==> src/hw/rtl/assert_macros.svh <==
// assertion helpers included by the top-level rtl file
`ifndef ASSERT_MACROS_SVH
`define ASSERT_MACROS_SVH

// checked on every clock edge outside reset
`define ASSERT_CLK(label, clk, rst_n, prop, msg) \
  label: assert property (@(posedge clk) disable iff (!rst_n) prop) else $error(msg);

// checked on every clock edge, reset included
`define ASSERT_CLK_ALWAYS(label, clk, prop, msg) \
  label: assert property (@(posedge clk) prop) else $error(msg);

`endif

==> src/hw/rtl/dpfi_pkg.sv <==
package dpfi_pkg;

  localparam int DAMPER_MAX = 3;
  localparam int DAMPER_COUNT_DEF = 3;
  localparam int POS_W = 8;
  localparam int CFG_IDX_W = 3;

  localparam logic [POS_W-1:0] POS_MAX = POS_W'((9'h080 << 1) - 9'd1);
  localparam logic [POS_W-1:0] POS_RESET = POS_W'(1);
  localparam logic [POS_W-1:0] OPEN_POS_RESET = POS_W'(100);
  localparam logic [DAMPER_MAX-1:0] INSTALLED_RESET = 3'b111;
  localparam logic [1:0] LAMINA_IDX_RESET = 2'd2;

  // item commands
  localparam logic [1:0] CMD_TICK = 2'd0;
  localparam logic [1:0] CMD_ENDSTOP = 2'd1;
  localparam logic [1:0] CMD_DAMPER = 2'd2;

  // damper codes, anything else closes the damper but opens the lamina gate
  localparam logic [1:0] CODE_CLOSED = 2'd0;
  localparam logic [1:0] CODE_OPEN = 2'd1;
  localparam logic [1:0] CODE_HALF = 2'd2;

  // fan codes, anything else forces both fans off
  localparam logic [1:0] FAN_OFF = 2'd0;
  localparam logic [1:0] FAN_ON = 2'd1;

  // configuration register indexes
  localparam logic [CFG_IDX_W-1:0] REG_OPEN_0 = 3'd0;
  localparam logic [CFG_IDX_W-1:0] REG_OPEN_1 = 3'd1;
  localparam logic [CFG_IDX_W-1:0] REG_OPEN_2 = 3'd2;
  localparam logic [CFG_IDX_W-1:0] REG_INSTALLED = 3'd3;
  localparam logic [CFG_IDX_W-1:0] REG_LAMINA_IDX = 3'd4;

  typedef struct packed {
    logic tick;
    logic endstop;
    logic load;
  } lane_ctrl_t;

  typedef struct packed {
    logic [POS_W-1:0] pos;
    logic motor;
    logic timeout;
    logic reached;
    logic zero;
  } lane_stat_t;

endpackage

==> src/hw/rtl/dpfi_lane.sv <==
module dpfi_lane (
  input  logic                        clk,
  input  logic                        rst_n,
  input  dpfi_pkg::lane_ctrl_t        ctrl,
  input  logic                        installed,
  input  logic                        endstop_level,
  input  logic [1:0]                  code,
  input  logic [dpfi_pkg::POS_W-1:0]  open_pos,
  output dpfi_pkg::lane_stat_t        stat
);

  logic [dpfi_pkg::POS_W-1:0] pos_r, pos_nxt;
  logic [dpfi_pkg::POS_W-1:0] tgt_r, tgt_nxt;
  logic                       seen_r, seen_nxt;
  logic                       motor_r, motor_nxt;
  logic [dpfi_pkg::POS_W-1:0] pos_sync;
  logic                       timeout;

  always_comb begin
    pos_nxt   = pos_r;
    tgt_nxt   = tgt_r;
    seen_nxt  = seen_r;
    motor_nxt = motor_r;
    timeout   = 1'b0;
    // endstop resyncs the count before the step
    pos_sync  = seen_r ? '0 : pos_r;
    if (ctrl.tick && installed) begin
      seen_nxt = 1'b0;
      timeout  = (tgt_r == '0) && (pos_sync == dpfi_pkg::POS_MAX);
      if (pos_sync != tgt_r) begin
        motor_nxt = 1'b1;
        pos_nxt   = pos_sync + dpfi_pkg::POS_W'(1);
      end else begin
        motor_nxt = 1'b0;
        pos_nxt   = pos_sync;
      end
    end
    if (ctrl.endstop && !endstop_level && motor_r) begin
      seen_nxt = 1'b1;
    end
    if (ctrl.load) begin
      unique case (code)
        dpfi_pkg::CODE_OPEN: tgt_nxt = open_pos;
        dpfi_pkg::CODE_HALF: tgt_nxt = open_pos >> 1;
        default:             tgt_nxt = '0;
      endcase
    end
  end

  always_ff @(posedge clk) begin
    if (!rst_n) begin
      pos_r   <= dpfi_pkg::POS_RESET;
      tgt_r   <= '0;
      seen_r  <= 1'b0;
      motor_r <= 1'b0;
    end else begin
      pos_r   <= pos_nxt;
      tgt_r   <= tgt_nxt;
      seen_r  <= seen_nxt;
      motor_r <= motor_nxt;
    end
  end

  assign stat.pos     = pos_nxt;
  assign stat.motor   = motor_nxt;
  assign stat.timeout = timeout;
  assign stat.reached = (pos_nxt == tgt_nxt) || !installed;
  assign stat.zero    = (pos_nxt == '0);

endmodule

==> src/hw/rtl/dpfi_merge.sv <==
module dpfi_merge (
  input  logic                  clk,
  input  logic                  rst_n,
  input  dpfi_pkg::lane_ctrl_t  ctrl,
  input  dpfi_pkg::lane_stat_t  stat [dpfi_pkg::DAMPER_MAX],
  input  logic [1:0]            codes [dpfi_pkg::DAMPER_MAX],
  input  logic [1:0]            fan_code,
  input  logic                  lamina_fan_code,
  input  logic                  all_reached,
  input  logic [1:0]            lamina_idx,
  output logic                  fan_run,
  output logic                  lamina_fan_run
);

  logic fan_tgt_r, fan_tgt_nxt;
  logic lam_tgt_r, lam_tgt_nxt;
  logic reached_all;
  logic closed_all;
  logic gate_open;

  always_comb begin
    gate_open = 1'b0;
    if (lamina_idx < 2'(dpfi_pkg::DAMPER_MAX)) begin
      gate_open = (codes[lamina_idx] != dpfi_pkg::CODE_CLOSED);
    end
    fan_tgt_nxt = fan_tgt_r;
    lam_tgt_nxt = lam_tgt_r;
    if (ctrl.load && all_reached) begin
      case (fan_code) inside
        dpfi_pkg::FAN_OFF, dpfi_pkg::FAN_ON: begin
          fan_tgt_nxt = (fan_code == dpfi_pkg::FAN_ON);
          if (gate_open) begin
            lam_tgt_nxt = lamina_fan_code;
          end
        end
        default: begin
          fan_tgt_nxt = 1'b0;
          lam_tgt_nxt = 1'b0;
        end
      endcase
    end
  end

  always_comb begin
    reached_all = 1'b1;
    closed_all  = 1'b1;
    for (int d = 0; d < dpfi_pkg::DAMPER_MAX; d++) begin
      reached_all = reached_all && stat[d].reached;
      closed_all  = closed_all && stat[d].zero;
    end
  end

  // interlock on the state left by this item
  assign fan_run        = fan_tgt_nxt && reached_all && !closed_all;
  assign lamina_fan_run = lam_tgt_nxt && reached_all && fan_run;

  always_ff @(posedge clk) begin
    if (!rst_n) begin
      fan_tgt_r <= 1'b0;
      lam_tgt_r <= 1'b0;
    end else begin
      fan_tgt_r <= fan_tgt_nxt;
      lam_tgt_r <= lam_tgt_nxt;
    end
  end

endmodule

==> src/hw/rtl/damper_position_and_fan_interlock.sv <==
// channel   direction  handshake          payload
// in_       input      in_valid/in_stall  command, endstop levels, codes, fan request
// out_      output     out_valid/out_stall motors, fans, timeouts, positions
// cfg_      input      cfg_we             cfg_index, cfg_wdata
// lanes and interlock settle in the accepting cycle,
// the result sits in the output register the cycle after
// an item is taken every cycle while the output register is free or being emptied
// in_stall follows out_stall only while a result is held
// synchronous reset: positions 1, targets, flags, motors and fan targets 0
`include "assert_macros.svh"

module damper_position_and_fan_interlock #(
  parameter int DAMPER_COUNT = dpfi_pkg::DAMPER_COUNT_DEF
) (
  input  logic                                clk,
  input  logic                                rst_n,
  input  logic                                in_valid,
  output logic                                in_stall,
  input  logic [1:0]                          in_command,
  input  logic [2:0]                          in_endstop_levels,
  input  logic [1:0]                          in_damper0_code,
  input  logic [1:0]                          in_damper1_code,
  input  logic [1:0]                          in_damper2_code,
  input  logic [1:0]                          in_fan_code,
  input  logic                                in_lamina_fan_code,
  input  logic                                in_all_reached,
  output logic                                out_valid,
  input  logic                                out_stall,
  output logic [2:0]                          out_motor_run,
  output logic                                out_fan_run,
  output logic                                out_lamina_fan_run,
  output logic [2:0]                          out_timeout_flags,
  output logic [7:0]                          out_position_0,
  output logic [7:0]                          out_position_1,
  output logic [7:0]                          out_position_2,
  input  logic                                cfg_we,
  input  logic [dpfi_pkg::CFG_IDX_W-1:0]      cfg_index,
  input  logic [dpfi_pkg::POS_W-1:0]          cfg_wdata
);

  logic [dpfi_pkg::POS_W-1:0]     open_pos_r [dpfi_pkg::DAMPER_MAX];
  logic [dpfi_pkg::DAMPER_MAX-1:0] installed_r;
  logic [1:0]                     lamina_idx_r;

  logic                 in_accept;
  dpfi_pkg::lane_ctrl_t ctrl;
  dpfi_pkg::lane_stat_t stat [dpfi_pkg::DAMPER_MAX];
  logic [1:0]           codes [dpfi_pkg::DAMPER_MAX];
  logic                 fan_run;
  logic                 lamina_fan_run;

  logic                       out_valid_r, out_valid_nxt;
  logic [2:0]                 motor_r, timeout_r;
  logic                       fan_r, lamina_r;
  logic [dpfi_pkg::POS_W-1:0] pos0_r, pos1_r, pos2_r;
  logic [2:0]                 motor_nxt, timeout_nxt;

  assign in_stall  = out_valid_r && out_stall;
  assign in_accept = in_valid && !in_stall;

  assign ctrl.tick    = in_accept && (in_command == dpfi_pkg::CMD_TICK);
  assign ctrl.endstop = in_accept && (in_command == dpfi_pkg::CMD_ENDSTOP);
  assign ctrl.load    = in_accept && (in_command == dpfi_pkg::CMD_DAMPER);

  assign codes[0] = in_damper0_code;
  assign codes[1] = in_damper1_code;
  assign codes[2] = in_damper2_code;

  always_ff @(posedge clk) begin
    if (!rst_n) begin
      for (int d = 0; d < dpfi_pkg::DAMPER_MAX; d++) begin
        open_pos_r[d] <= dpfi_pkg::OPEN_POS_RESET;
      end
      installed_r  <= dpfi_pkg::INSTALLED_RESET;
      lamina_idx_r <= dpfi_pkg::LAMINA_IDX_RESET;
    end else if (cfg_we) begin
      unique case (cfg_index) inside
        dpfi_pkg::REG_OPEN_0, dpfi_pkg::REG_OPEN_1, dpfi_pkg::REG_OPEN_2:
          open_pos_r[cfg_index[1:0]] <= cfg_wdata;
        dpfi_pkg::REG_INSTALLED:  installed_r  <= cfg_wdata[dpfi_pkg::DAMPER_MAX-1:0];
        dpfi_pkg::REG_LAMINA_IDX: lamina_idx_r <= cfg_wdata[1:0];
        default: ;
      endcase
    end
  end

  for (genvar d = 0; d < dpfi_pkg::DAMPER_MAX; d++) begin : g_lane
    if (d < DAMPER_COUNT) begin : g_on
      dpfi_lane u_lane (
        .clk           (clk),
        .rst_n         (rst_n),
        .ctrl          (ctrl),
        .installed     (installed_r[d]),
        .endstop_level (in_endstop_levels[d]),
        .code          (codes[d]),
        .open_pos      (open_pos_r[d]),
        .stat          (stat[d])
      );
    end else begin : g_off
      // absent damper: frozen at reset position, neutral for the interlock
      assign stat[d].pos     = dpfi_pkg::POS_RESET;
      assign stat[d].motor   = 1'b0;
      assign stat[d].timeout = 1'b0;
      assign stat[d].reached = 1'b1;
      assign stat[d].zero    = 1'b1;
    end
  end

  dpfi_merge u_merge (
    .clk             (clk),
    .rst_n           (rst_n),
    .ctrl            (ctrl),
    .stat            (stat),
    .codes           (codes),
    .fan_code        (in_fan_code),
    .lamina_fan_code (in_lamina_fan_code),
    .all_reached     (in_all_reached),
    .lamina_idx      (lamina_idx_r),
    .fan_run         (fan_run),
    .lamina_fan_run  (lamina_fan_run)
  );

  always_comb begin
    for (int d = 0; d < dpfi_pkg::DAMPER_MAX; d++) begin
      motor_nxt[d]   = stat[d].motor;
      timeout_nxt[d] = stat[d].timeout;
    end
  end

  assign out_valid_nxt = in_accept || (out_valid_r && out_stall);

  always_ff @(posedge clk) begin
    if (!rst_n) begin
      out_valid_r <= 1'b0;
    end else begin
      out_valid_r <= out_valid_nxt;
    end
  end

  always_ff @(posedge clk) begin
    if (in_accept) begin
      motor_r   <= motor_nxt;
      timeout_r <= timeout_nxt;
      fan_r     <= fan_run;
      lamina_r  <= lamina_fan_run;
      pos0_r    <= stat[0].pos;
      pos1_r    <= stat[1].pos;
      pos2_r    <= stat[2].pos;
    end
  end

  assign out_valid          = out_valid_r;
  assign out_motor_run      = motor_r;
  assign out_fan_run        = fan_r;
  assign out_lamina_fan_run = lamina_r;
  assign out_timeout_flags  = timeout_r;
  assign out_position_0     = pos0_r;
  assign out_position_1     = pos1_r;
  assign out_position_2     = pos2_r;

  `ASSERT_CLK(a_timeout_tick_only, clk, rst_n, in_accept && (in_command != dpfi_pkg::CMD_TICK) |=> out_timeout_flags == 3'b000, "timeout flag outside a tick")
  `ASSERT_CLK(a_lamina_needs_fan, clk, rst_n, out_valid_r && out_lamina_fan_run |-> out_fan_run, "laminar fan runs without main fan")
  `ASSERT_CLK(a_absent_motor_off, clk, rst_n, out_valid_r |-> (out_motor_run >> DAMPER_COUNT) == 3'b000, "motor bit set for absent damper")
  `ASSERT_CLK_ALWAYS(a_reset_no_valid, clk, !rst_n |=> !out_valid_r, "result valid after reset")

endmodule
==> config.mk <==
export PLATFORM = sky130hd
export DESIGN_NAME = damper_position_and_fan_interlock
export DESIGN_NICKNAME = d
export VERILOG_FILES = /design/src/hw/rtl/dpfi_pkg.sv /design/src/hw/rtl/dpfi_lane.sv /design/src/hw/rtl/dpfi_merge.sv /design/src/hw/rtl/damper_position_and_fan_interlock.sv
export VERILOG_INCLUDE_DIRS = /design/src /design/src/hw/rtl
export SDC_FILE = /design/constraint.sdc
export NUM_CORES = 1
export LEC_CHECK = 0
export ABC_AREA = 1
export BUFFER_PORTS_ARGS = -buffer_cell sky130_fd_sc_hd__buf_4
export CAP_MARGIN = 20
export CORE_MARGIN = 10
export CORE_UTILIZATION = 60
export CTS_CLUSTER_DIAMETER = 80
export DETAILED_ROUTE_END_ITERATION = 10
export GPL_ROUTABILITY_DRIVEN = 0
export PLACE_DENSITY = 0.8
export SLEW_MARGIN = 20
export SYNTH_ARGS = -nofsm -noshare
export SYNTH_HDL_FRONTEND = slang
export SYNTH_HIERARCHICAL = 1
export SYNTH_SLANG_ARGS = --single-unit
==> constraint.sdc <==
create_clock -name clk -period 5.75 [get_ports clk]
set_input_delay 1.15 -clock clk [delete_from_list [all_inputs] [get_ports clk]]
set_output_delay 1.15 -clock clk [all_outputs]
set_load 0.03 [all_outputs]
==> results of run 1 <==
## worst paths after layout
kind                                      start                           end  slack, ns  cells after the start
hold / removal    g_lane[1].g_on.u_lane/motor_r  g_lane[1].g_on.u_lane/seen_r       0.50                      2
setup / recovery                      out_stall            out_lamina_fan_run       1.86                     21
hold reg to reg   g_lane[1].g_on.u_lane/motor_r  g_lane[1].g_on.u_lane/seen_r       0.50                      2
setup reg to reg                      out_valid            out_lamina_fan_run       2.38                     20
## critical path, stage by stage
cell     delay [ns]
buf_4          0.11
nand2_1        0.06
inv_1          0.07
nor2_4         0.07
buf_4          0.41
nand2_1        0.15
nor2_1         0.23
nand2_1        0.29
inv_1          0.44
nand3_1        0.19
nand2_2        0.14
nand2_1        0.06
nand2_1        0.05
nand3_1        0.09
nor2_1         0.10
nand2_1        0.05
nand2_1        0.09
nand3_1        0.08
nor2_1         0.10
nand2_1        0.07
a21oi_1        0.12
## cells in the mapped netlist
library cell / instances / share of area [%]
nor2_1: 104 / 5.5
nor2_4: 9 / 1.4
a22oi_1: 19 / 2.0
nand2_2: 34 / 3.0
or2_2: 4 / 0.35
o21ai_0: 14 / 0.99
nor3_1: 2 / 0.14
inv_4: 1 / 0.088
nor4_1: 4 / 0.35
dfxtp_1: 62 / 18
ha_1: 6 / 1.1
nand4_2: 1 / 0.18
nand4_1: 8 / 0.71
buf_6: 6 / 0.95
o22ai_1: 15 / 1.3
nand3_1: 92 / 6.5
edfxtp_1: 56 / 24
inv_2: 7 / 0.37
buf_4: 6 / 0.64
a21boi_0: 1 / 0.11
nand3b_1: 15 / 1.6
nand2_4: 7 / 1.1
nor2_2: 7 / 0.62
xor2_1: 3 / 0.37
nand4_4: 1 / 0.30
a21oi_1: 14 / 0.99
a22oi_2: 1 / 0.18
clkinv_1: 7 / 0.37
nand2_1: 274 / 15
clkbuf_1: 4 / 0.21
inv_1: 170 / 9.0
o21ai_1: 1 / 0.071
a32oi_1: 3 / 0.37
nand3_2: 20 / 2.8
nor2_8: 2 / 0.56
## layer usage
| metal | vias up | GRT usage [%] | part of all wire [%] |
|---|---|---|---|
| met1 | 2976 | 28.7 | 43 |
| met4 | 0 | 7.69 | 2.0 |
| li1 | 3266 | - | - |
| met3 | 36 | 5.95 | 8.4 |
| met2 | 323 | 37.1 | 47 |
| met5 | - | 0 | 0 |
## flip-flops by register name (all words and copies together), names as in the netlist, 2 cells and up
register / count
g_lane.g_on.u_lane/pos_r: 24
g_lane.g_on.u_lane/tgt_r: 24
open_pos_r: 24
out_position_0: 8
out_position_1: 8
out_position_2: 8
g_lane.g_on.u_lane/motor_r: 3
g_lane.g_on.u_lane/seen_r: 3
installed_r: 3
out_motor_run: 3
out_timeout_flags: 3
lamina_idx_r: 2
## cells by family after synthesis
logic type | count (synthesis) | share of synthesized area (%)
flip-flops | 118 | 41.2
buffers and inverters | 201 | 11.6
AND/OR/NAND/NOR | 584 | 39.7
adder cells (fa/ha/maj) | 6 | 1.06
AO/OA/AOI/OAI | 68 | 6.04
XOR/XNOR | 3 | 0.371
## metrics by stage
step	area [um2]	power [mW]	cells	hold slack, ns	utilization, %
after global routing	8260	2.49	1205	0.508	71.7
after detailed placement	7640	1.31	1173	0.484	66.4
after floorplan	7090	1.20	980	0.451	-
final	8260	2.40	1205	0.501	71.7
after CTS	8260	2.40	1205	0.495	71.7
after global placement	7640	1.31	1173	0.478	66.4
## area by class of cell
cell class	count	area, um2	area share [%]
Clock buffer	19	433	5.24
Clock inverter	13	180	2.18
Inverter	185	697	8.44
Multi-Input combinational cell	661	3350	40.6
Sequential cell	118	2920	35.4
Tap cell	143	179	2.17
Timing Repair Buffer	66	495	6.00
## where the power goes
group	leakage, nW	total [mW]	internal, mW	switching [mW]
Clock	0.293	1.10	0.722	0.374
Sequential	1.06	0.951	0.925	0.0255
Combinational	2.78	0.350	0.115	0.235
Total	4.13	2.40	1.76	0.634
==> results.md, run 1 <==
* Fin. Hold Viols at 0
* Die area at between 15000 and 20000 um2
* Drt via density at 5.48
* Crit path arrival time at 4.15 ns
* Status: finished, final reports clean
* Pwr Density at between 200 and 300 nW/um2
* Yosys cell types at 35
* Post-Syn Instances at slightly below 1000
* Clock Sink Count at about 120
* TritonCTS clock tree: built
* Fin nets at roughly 1100
* Synth Area per Inst at 7.23 um2
* Initial Utilization at 61.6%
* Hold_buf cts at 0
* Width of the chip at about 130 um
* Leak pwr at around 4.1 nW
* CP required at about 6.0 ns
* Clock tree buffer depth at 2
* Post-CTS setup buffer count at 0
* Initial antenna violation count at 0
* GRT Overall Usage at about 23%
* Drt drc at 0
* 1st-iter DRT viols at 807
* Worst-margin pin slew at about 0.52 ns
* Clock slew at reported path FFs at 0.05 ns
* Via Count at 6601
* Clock root buffer master: clkbuf_16
* Largest net degree at the start of global routing at 35
* CTS H-tree depth at 4
* First-pass GRT wire length at about 30000 um
* Max-slew headroom at 65.1%
* Wire per inst at approximately 15 um
* Register area share after synthesis at between 40% and 50%
* Die H at 129 um
* Cells resized by post-CTS repair at 0
* Total congestion overflow at 0
* Setup CP Type: in2reg
* DP HPWL at about 14000 um
* Period utilization at 67.6%
* Port buffer count at 64
* I/O Pins at 65
* Max-capacitance violation count at 0
* Setup_tns at 0 ns
* YS warnings at 6
* Critical path peak fanout at 34
* Synth-to-Final Area Change at 16.5%
* Fill cells at between 900 and 1000
* Total CTS buffers at 17
* Commonest non-fill, non-tap cell in the layout: nand2_1
* Peak supply drop at between 0.2 and 0.25 mV
* Vias in the first global route at ~6200
* Share of layout cells above drive strength 1 at between 10% and 20%
* Post-layout min period at roughly 3.9 ns
* Synthesis-stage register bit count at around 120
* Dpl ws at ~1.5 ns
* Antenna Cells at 0
* Max Clock Freq at about 0.26 GHz
* Final Max Tran Viols at 0
* Syn nets at 1017
* ANT nets after route at 0
* Hold crit path type: reg2reg
* RSZ-0062 raised after global routing: no
* Final wirelength at 18500 um
* Worst Setup End Kind: register
* Setup Skew at between 0.01 and 0.015 ns
* Final setup vio count at 0
* Critical path launch point type: input port
* Clock Latency Late Sink at between 0.4 and 0.5 ns
* Core ar. at 11500 um2
* Std-Cell Rows at 39
* Final Worst Setup Slack at between 1.5 and 2 ns
* First drt pass iteration count at 5
* Most frequent cells in the layout: nand2_1 (274), inv_1 (170), nor2_1 (103), nand3_1 (92), buf_4 (66)
* Cell area after synthesis at between 7000 and 8000 um2
(Power assumes the default switching activity.)
==> inputs of run 2 (changes only) <==
- ABC_AREA: 1 -> 0
- CORE_UTILIZATION: 60 -> 54
- PLACE_DENSITY: 0.8 -> 0.77
- clock period: 5.75 -> 3.5 ns (I/O delays scaled with it)
==> results.md, run 2 <==
* Clock Latency Late Sink at 0.43 ns (was 0.42 ns)
* Met1 Wirelength at 7710 um (was 7890 um)
* Worst-margin pin slew at 0.798 ns (was 0.520 ns)
* RSZ-0062 raised after global routing: no (unchanged)
* Status: finished, final reports clean (unchanged)
* Wire per inst at 19.5 um (was 15.4 um)
* Hold crit path type: reg2reg (unchanged)
* Max-capacitance violation count at 0 (unchanged)
* Commonest non-fill, non-tap cell in the layout: buf_4 (was nand2_1)
* Clock slew at reported path FFs at 0.06 ns (was 0.05 ns)
* First-pass GRT wire length at 29400 um (was 30200 um)
* Worst Setup End Kind: register (unchanged)
* Drt via density at 6.14 (was 5.48)
* Area fraction of the dominant cell type after synthesis at 24.3% (was 23.7%)
* Max Clock Freq at 0.302 GHz
* TritonCTS clock tree: built (unchanged)
* Fin nets at 782 (was 1086)
* Critical path launch point type: register (was input port)
* FF-to-FF End: out_lamina_fan_run (unchanged)
* First drt pass iteration count at 6 (was 5)
* Switch share at 25.0% (was 26.5%)
* Width of the chip at 133 um (was 129 um)
* Share of layout cells above drive strength 1 at 23.9% (was 18.0%)
* Critical path peak fanout at 19 (was 34)
* Std-Cell Rows at 41 (was 39)
* Setup Skew at 0.00561 ns (was 0.0129 ns)
* Vias in the first global route at 5636 (was 6156)
* Synth area leaders: edfxtp_1 (24%), dfxtp_1 (18%), and2_1 (4.9%) (was edfxtp_1 (24%), dfxtp_1 (18%), nand2_1 (15%))
* Via Count at 5708 (was 6601)
* R2R setup slack at 0.19 ns (was 2.38 ns)
* Clock Sink Count at 118 (unchanged)
* GRT Overall Usage at 20.4% (was 22.8%)
* Final setup vio count at 0 (unchanged)
* DP HPWL at 12800 um (was 13800 um)
* YS warnings at 6 (unchanged)
* Register share of total power at 38.2% (was 39.7%)
* Fin. Hold Viols at 0 (unchanged)
* Pwr Density at 499 nW/um2 (was 290 nW/um2)
* Total power at 4.13 mW (was 2.40 mW)
* Drt drc at 0 (unchanged)
* Largest net degree at the start of global routing at 70 (was 35)
* Synth-to-Final Area Change at 19.6% (was 16.5%)
* Post-layout min period at 3.31 ns
* Area after DPL at 7550 um2 (was 7640 um2)
* Antenna Cells at 0 (unchanged)
* Top Layer Used: met4 (unchanged)
* Total CTS buffers at 17 (unchanged)
* Syn nets at 718 (was 1017)
* R2R depth at 12 (was 20)
* Setup CP Type: reg2reg (was in2reg)
* Final Max Tran Viols at 0 (unchanged)
* Yosys cell types at 80 (was 35)
* Hold_buf cts at 0 (unchanged)
* Most common cell in the netlist: dfxtp_1 (was nand2_1)
* I/O Pins at 65 (unchanged)
* Register area share after synthesis at 42.3% (was 41.2%)
* Die H at 133 um (was 129 um)
* Biggest regs: g_lane.g_on.u_lane/pos_r (24), g_lane.g_on.u_lane/tgt_r (24), open_pos_r (24) (unchanged)
* Port buffer count at 64 (unchanged)
* Post-Syn Instances at 681 (was 980)
* Synth area leader: edfxtp_1 (unchanged)
* Clock power share at 47.9% (was 45.7%)
* Commonest cells post-synth: dfxtp_1 (62), edfxtp_1 (56), and2_1 (54) (was nand2_1 (274), inv_1 (170), nor2_1 (104))
* Switch Pwr at 1.03 mW (was 0.634 mW)
* Initial antenna violation count at 0 (unchanged)
* Core ar. at 12600 um2 (was 11500 um2)
* Ys async rst share at 0% (unchanged)
* Peak supply drop at 0.358 mV (was 0.225 mV)
* Synth Area per Inst at 10.2 um2 (was 7.23 um2)
* Finished Core Util at 65.8% (was 71.7%)
* Ys flop type: dfxtp_1 (unchanged)
* Synthesis-stage register bit count at 118 (unchanged)
* Number of synthesized flops with an enable pin at 56 (unchanged)
* Leak pwr at 3.11 nW (was 4.13 nW)
* Clock tree buffer depth at 2 (unchanged)
* Final wirelength at 18100 um (was 18500 um)
* Crit path capture: out_lamina_fan_run (unchanged)
* Internal power at 3.10 mW (was 1.76 mW)
* ANT nets after route at 0 (unchanged)
* Max-slew headroom at 46.8% (was 65.1%)
* Design Area, Final at 8270 um2 (was 8260 um2)
* Crit path arrival time at 3.59 ns (was 4.15 ns)
* CP startpoint: g_lane[2].g_on.u_lane/seen_r (was out_stall)
* Period utilization at 94.6%
* 1st-iter DRT viols at 642 (was 807)
* Die area at 17700 um2 (was 16600 um2)
* WL met3 at 1230 um (was 1550 um)
* Reg-to-reg startpoint: g_lane[2].g_on.u_lane/seen_r (was out_valid)
* Clock root buffer master: clkbuf_16 (unchanged)
* Most frequent cells in the layout: buf_4 (89), dfxtp_1 (58), edfxtp_1 (56), and2_1 (54), nand2_1 (48) (was nand2_1 (274), inv_1 (170), nor2_1 (103), nand3_1 (92), buf_4 (66))
* WL met2 at 8640 um (was 8700 um)
* CP required at 3.78 ns (was 6.01 ns)
* Total congestion overflow at 0 (unchanged)
* Cell area after synthesis at 6920 um2 (was 7090 um2)
* CTS H-tree depth at 4 (unchanged)
* Initial Utilization at 55.0% (was 61.6%)
* Gate power share at 13.9% (was 14.6%)
run 2: worst min path at each step:
stage                     from               to  slack [ns]  cells past startpoint
2_1_floorplan  lamina_idx_r[0]  lamina_idx_r[0]        0.46                      2
3_3_place_gp   lamina_idx_r[0]  lamina_idx_r[0]        0.49                      2
4_1_cts               in_valid        out_valid        0.49                      2
3_5_place_dp   lamina_idx_r[0]  lamina_idx_r[0]        0.49                      2
5_1_grt               in_valid        out_valid        0.50                      2
6_report       lamina_idx_r[0]  lamina_idx_r[0]        0.51                      2
run 2: power by group through the flow:
stage	Combinational [mW]	Clock (mW)	Sequential, mW
final	0.574	1.98	1.58
after detailed placement	0.550	0	1.60
after floorplan	0.325	0	1.63
after global routing	0.613	2.05	1.58
after CTS	0.557	1.99	1.57
after global placement	0.535	0	1.60
run 2: critical path, stage by stage (launching register included):
cell	delay [ns]
dfxtp_2	0.43
nand2b_1	0.22
o32ai_2	0.28
o22ai_1	0.17
buf_4	0.18
o2111ai_1	0.28
o311ai_4	0.20
xnor2_1	0.23
nand4_1	0.19
o41ai_4	0.43
nand3_1	0.14
a311oi_2	0.25
nor2b_1	0.16
run 2: layout make-up:
cell class / instances / area (um2)
fill: 998 / 4300
multi-input combinational: 488 / 3670
sequential: 118 / 2930
timing repair buffer: 89 / 668
clock buffer: 19 / 443
clock inverter: 13 / 228
tap: 172 / 215
inverter: 31 / 116
run 2: per-stage QoR:
step / setup slack, ns / hold slack [ns] / setup TNS [ns] / cells
after detailed placement: -0.0702 / 0.491 / -0.0702 / 897
final: 0.189 / 0.505 / 0 / 930
after global routing: 0.00380 / 0.501 / 0 / 930
after global placement: 0.00448 / 0.488 / 0 / 897
after CTS: 0.110 / 0.493 / 0 / 929
after floorplan: 0.180 / 0.462 / 0 / 681
run 2: kinds of logic (layout without fill, tap and decap cells):
| kind of cell | Yosys count | in the layout | share of synthesized area (%) |
|---|---|---|---|
| flip-flops | 118 | 118 | 42.3 |
| buffers and inverters | 75 | 152 | 5.16 |
| multiplexers | 5 | 5 | 0.724 |
| XOR/XNOR | 36 | 36 | 4.56 |
| adder cells (fa/ha/maj) | 6 | 6 | 1.09 |
| AO/OA/AOI/OAI | 168 | 168 | 22.0 |
| AND/OR/NAND/NOR | 273 | 273 | 24.2 |
run 2: per-layer routing:
| metal | vias to the layer above | track usage (%) |
|---|---|---|
| met3 | 56 | 4.62 |
| met1 | 2699 | 25.4 |
| met2 | 282 | 33.2 |
| li1 | 2671 | - |
| met4 | 0 | 8.95 |
| met5 | - | 0 |
run 2: what timing repair did:
| action | in CTS | in global routing |
|---|---|---|
| pin swaps | 0 | 1 |
| endpoints found under the setup margin | 1 | 2 |
| buffers inserted | 0 | 1 |
| resized for setup | 2 | 6 |
==> inputs of run 3 (changes only) <==
- SETUP_SLACK_MARGIN: unset -> 0.2
==> results.md, run 3 (synthesis results as in run 2) <==
* Status: finished, final reports clean (unchanged)
* Fin. Hold Viols at 0 (unchanged)
* Met1 Wirelength at 7600 um (was 7710 um)
* Slowest CP cell: dfxtp_4 (was dfxtp_2)
* 1st-iter DRT viols at 616 (was 642)
* Critical path launch point type: register (unchanged)
* Hold_buf cts at 0 (unchanged)
* First-pass GRT wire length at 27800 um (was 29400 um)
* Worst Setup End Kind: register (unchanged)
* Internal power at 3.01 mW (was 3.10 mW)
* Core ar. at 12600 um2 (unchanged)
* Clock root buffer master: clkbuf_16 (unchanged)
* Commonest non-fill, non-tap cell in the layout: buf_4 (unchanged)
* Pwr Density at 484 nW/um2 (was 499 nW/um2)
* I/O Pins at 65 (unchanged)
* First drt pass iteration count at 8 (was 6)
* Worst-margin pin slew at 0.655 ns (was 0.798 ns)
* Max-slew headroom at 56.0% (was 46.8%)
* Biggest regs: g_lane.g_on.u_lane/pos_r (24), g_lane.g_on.u_lane/tgt_r (24), open_pos_r (24) (unchanged)
* Clock slew at reported path FFs at 0.05 ns (was 0.06 ns)
* Hold Path Cell Cnt at 2 (unchanged)
* Initial Utilization at 55.0% (unchanged)
* Crit path cell chain: nand2b_1 > o32ai_2 > o22a_4 > nand2_4 > and2_0 > a221o_1 > xor2_1 > o41ai_4 > nand3_1 > a311oi_2 > nor2b_1 (was nand2b_1 > o32ai_2 > o22ai_1 > buf_4 > o2111ai_1 > o311ai_4 > xnor2_1 > nand4_1 > o41ai_4 > nand3_1 > a311oi_2 > nor2b_1)
* Register share of total power at 39.1% (was 38.2%)
* Width of the chip at 133 um (unchanged)
* WL met2 at 8420 um (was 8640 um)
* DP HPWL at 12400 um (was 12800 um)
* Crit path arrival time at 3.37 ns (was 3.59 ns)
* Max-capacitance violation count at 0 (unchanged)
* Gate power share at 14.4% (was 13.9%)
* Clock Latency Late Sink at 0.42 ns (was 0.43 ns)
* Via Count at 5643 (was 5708)
* Switch share at 25.2% (was 25.0%)
* CP required at 3.78 ns (about the same)
* Finished Core Util at 66.2% (was 65.8%)
* Clock Sink Count at 118 (unchanged)
* Drt drc at 0 (unchanged)
* Design Area, Final at 8310 um2 (was 8270 um2)
* CTS H-tree depth at 4 (unchanged)
* Total congestion overflow at 0 (unchanged)
* Area after DPL at 7530 um2 (was 7550 um2)
* Port buffer count at 64 (unchanged)
* Hold EP: out_valid (was lamina_idx_r[0])
* Max Clock Freq at 0.323 GHz (was 0.302 GHz)
* TritonCTS clock tree: built (unchanged)
* Top Layer Used: met4 (unchanged)
* Initial antenna violation count at 0 (unchanged)
* Post-layout min period at 3.10 ns (was 3.31 ns)
* Synth-to-Final Area Change at 20.2% (was 19.6%)
* GRT Overall Usage at 19.3% (was 20.4%)
* Fin nets at 782 (unchanged)
* FF-to-FF End: out_lamina_fan_run (unchanged)
* CP startpoint: g_lane[2].g_on.u_lane/seen_r (unchanged)
* WL met3 at 1110 um (was 1230 um)
* Final setup vio count at 0 (unchanged)
* Hold crit path type: in2reg (was reg2reg)
* Switch Pwr at 1.02 mW (was 1.03 mW)
* Clock tree buffer depth at 2 (unchanged)
* Die H at 133 um (unchanged)
* Total power at 4.03 mW (was 4.13 mW)
* Critical path peak fanout at 22 (was 19)
* Drt via density at 6.07 (was 6.14)
* Antenna Cells at 0 (unchanged)
* Total CTS buffers at 17 (unchanged)
* RSZ-0062 raised after global routing: no (unchanged)
* R2R setup slack at 0.40 ns (was 0.19 ns)
* CP bufs+invs at 0 (was 1)
* Final Max Tran Viols at 0 (unchanged)
* Peak supply drop at 0.314 mV (was 0.358 mV)
* Period utilization at 88.5% (was 94.6%)
* Vias in the first global route at 5407 (was 5636)
* Most frequent cells in the layout: buf_4 (89), dfxtp_1 (56), edfxtp_1 (56), and2_1 (54), nand2_1 (48) (was buf_4 (89), dfxtp_1 (58), edfxtp_1 (56), and2_1 (54), nand2_1 (48))
* Wire per inst at 18.7 um (was 19.5 um)
* Largest net degree at the start of global routing at 70 (unchanged)
* Setup CP Type: reg2reg (unchanged)
* Final wirelength at 17400 um (was 18100 um)
* Setup Skew at 0.00623 ns (was 0.00561 ns)
* Slowest stage delay, CP at 0.43 ns (about the same)
* Setup_tns at 0 ns (unchanged)
* R2R depth at 11 (was 12)
* Leak pwr at 3.12 nW (was 3.11 nW)
* Die area at 17700 um2 (unchanged)
* Std-Cell Rows at 41 (unchanged)
* Reg-to-reg startpoint: g_lane[2].g_on.u_lane/seen_r (unchanged)
* Share of layout cells above drive strength 1 at 25.2% (was 23.9%)
* Clock power share at 46.5% (was 47.9%)
* Min-delay src: in_valid (was lamina_idx_r[0])
* ANT nets after route at 0 (unchanged)
* Delay-heaviest family, CP: compound AO/OA/AOI/OAI gates (unchanged)
[run 3: cell count changes in the layout (fill, tap and decap cells not counted), moves of 2 or more]
cell	delta
clkinv_2	+4
dfxtp_4	+3
dfxtp_1	-2
nor3_1	-2
nor3_2	+2
o2111ai_1	-2
o2111ai_2	+2
o311ai_2	-2
o311ai_4	+2
[run 3: repair_timing]
action                                  4_1_cts  5_1_grt
pin swaps                                     0        5
buffers inserted                              0        4
gates resized for setup                       2       20
endpoints found under the setup margin        1        2
[run 3: worst max-delay path by stage]
stage / end / slack [ns] / cells after the start
after floorplan: out_lamina_fan_run / 0.21 / 10
after global placement: out_lamina_fan_run / 0.10 / 14
after detailed placement: out_lamina_fan_run / 0.05 / 15
after CTS: out_lamina_fan_run / 0.23 / 11
after global routing: out_lamina_fan_run / 0.21 / 11
final: out_lamina_fan_run / 0.40 / 11
[run 3: power by group through the flow]
| stage | Sequential, mW | Combinational, mW | Clock [mW] |
|---|---|---|---|
| after floorplan | 1.63 | 0.325 | 0 |
| after detailed placement | 1.60 | 0.542 | 0 |
| after CTS | 1.57 | 0.546 | 1.89 |
| after global routing | 1.58 | 0.622 | 1.95 |
| final | 1.57 | 0.579 | 1.87 |
| after global placement | 1.60 | 0.534 | 0 |
[run 3: through the flow]
step | setup WS [ns] | instances | hold WS, ns
after floorplan | 0.213 | 681 | 0.462
after global placement | 0.105 | 894 | 0.488
after detailed placement | 0.0482 | 894 | 0.501
after CTS | 0.232 | 926 | 0.485
after global routing | 0.208 | 930 | 0.493
final | 0.404 | 930 | 0.499
[run 3: worst reg2reg max path, stage by stage (launching register included)]
cell and delay (ns):
dfxtp_4 0.43, nand2b_1 0.23, o32ai_2 0.31, o22a_4 0.30, nand2_4 0.08, and2_0 0.15, a221o_1 0.39, xor2_1 0.22
o41ai_4 0.35, nand3_1 0.14, a311oi_2 0.21, nor2b_1 0.15
[run 3: layout make-up]
| class | instances | area [um2] |
|---|---|---|
| tap | 172 | 215 |
| multi-input combinational | 488 | 3740 |
| timing repair buffer | 89 | 668 |
| inverter | 31 | 116 |
| sequential | 118 | 2940 |
| clock inverter | 14 | 206 |
| fill | 979 | 4250 |
| clock buffer | 18 | 429 |
[run 3: layer usage]
| metal | global-route usage (%) | up-vias |
|---|---|---|
| met1 | 23.8 | 2734 |
| met2 | 31.6 | 210 |
| li1 | - | 2670 |
| met5 | 0 | - |
| met4 | 6.77 | 0 |
| met3 | 5.60 | 29 |
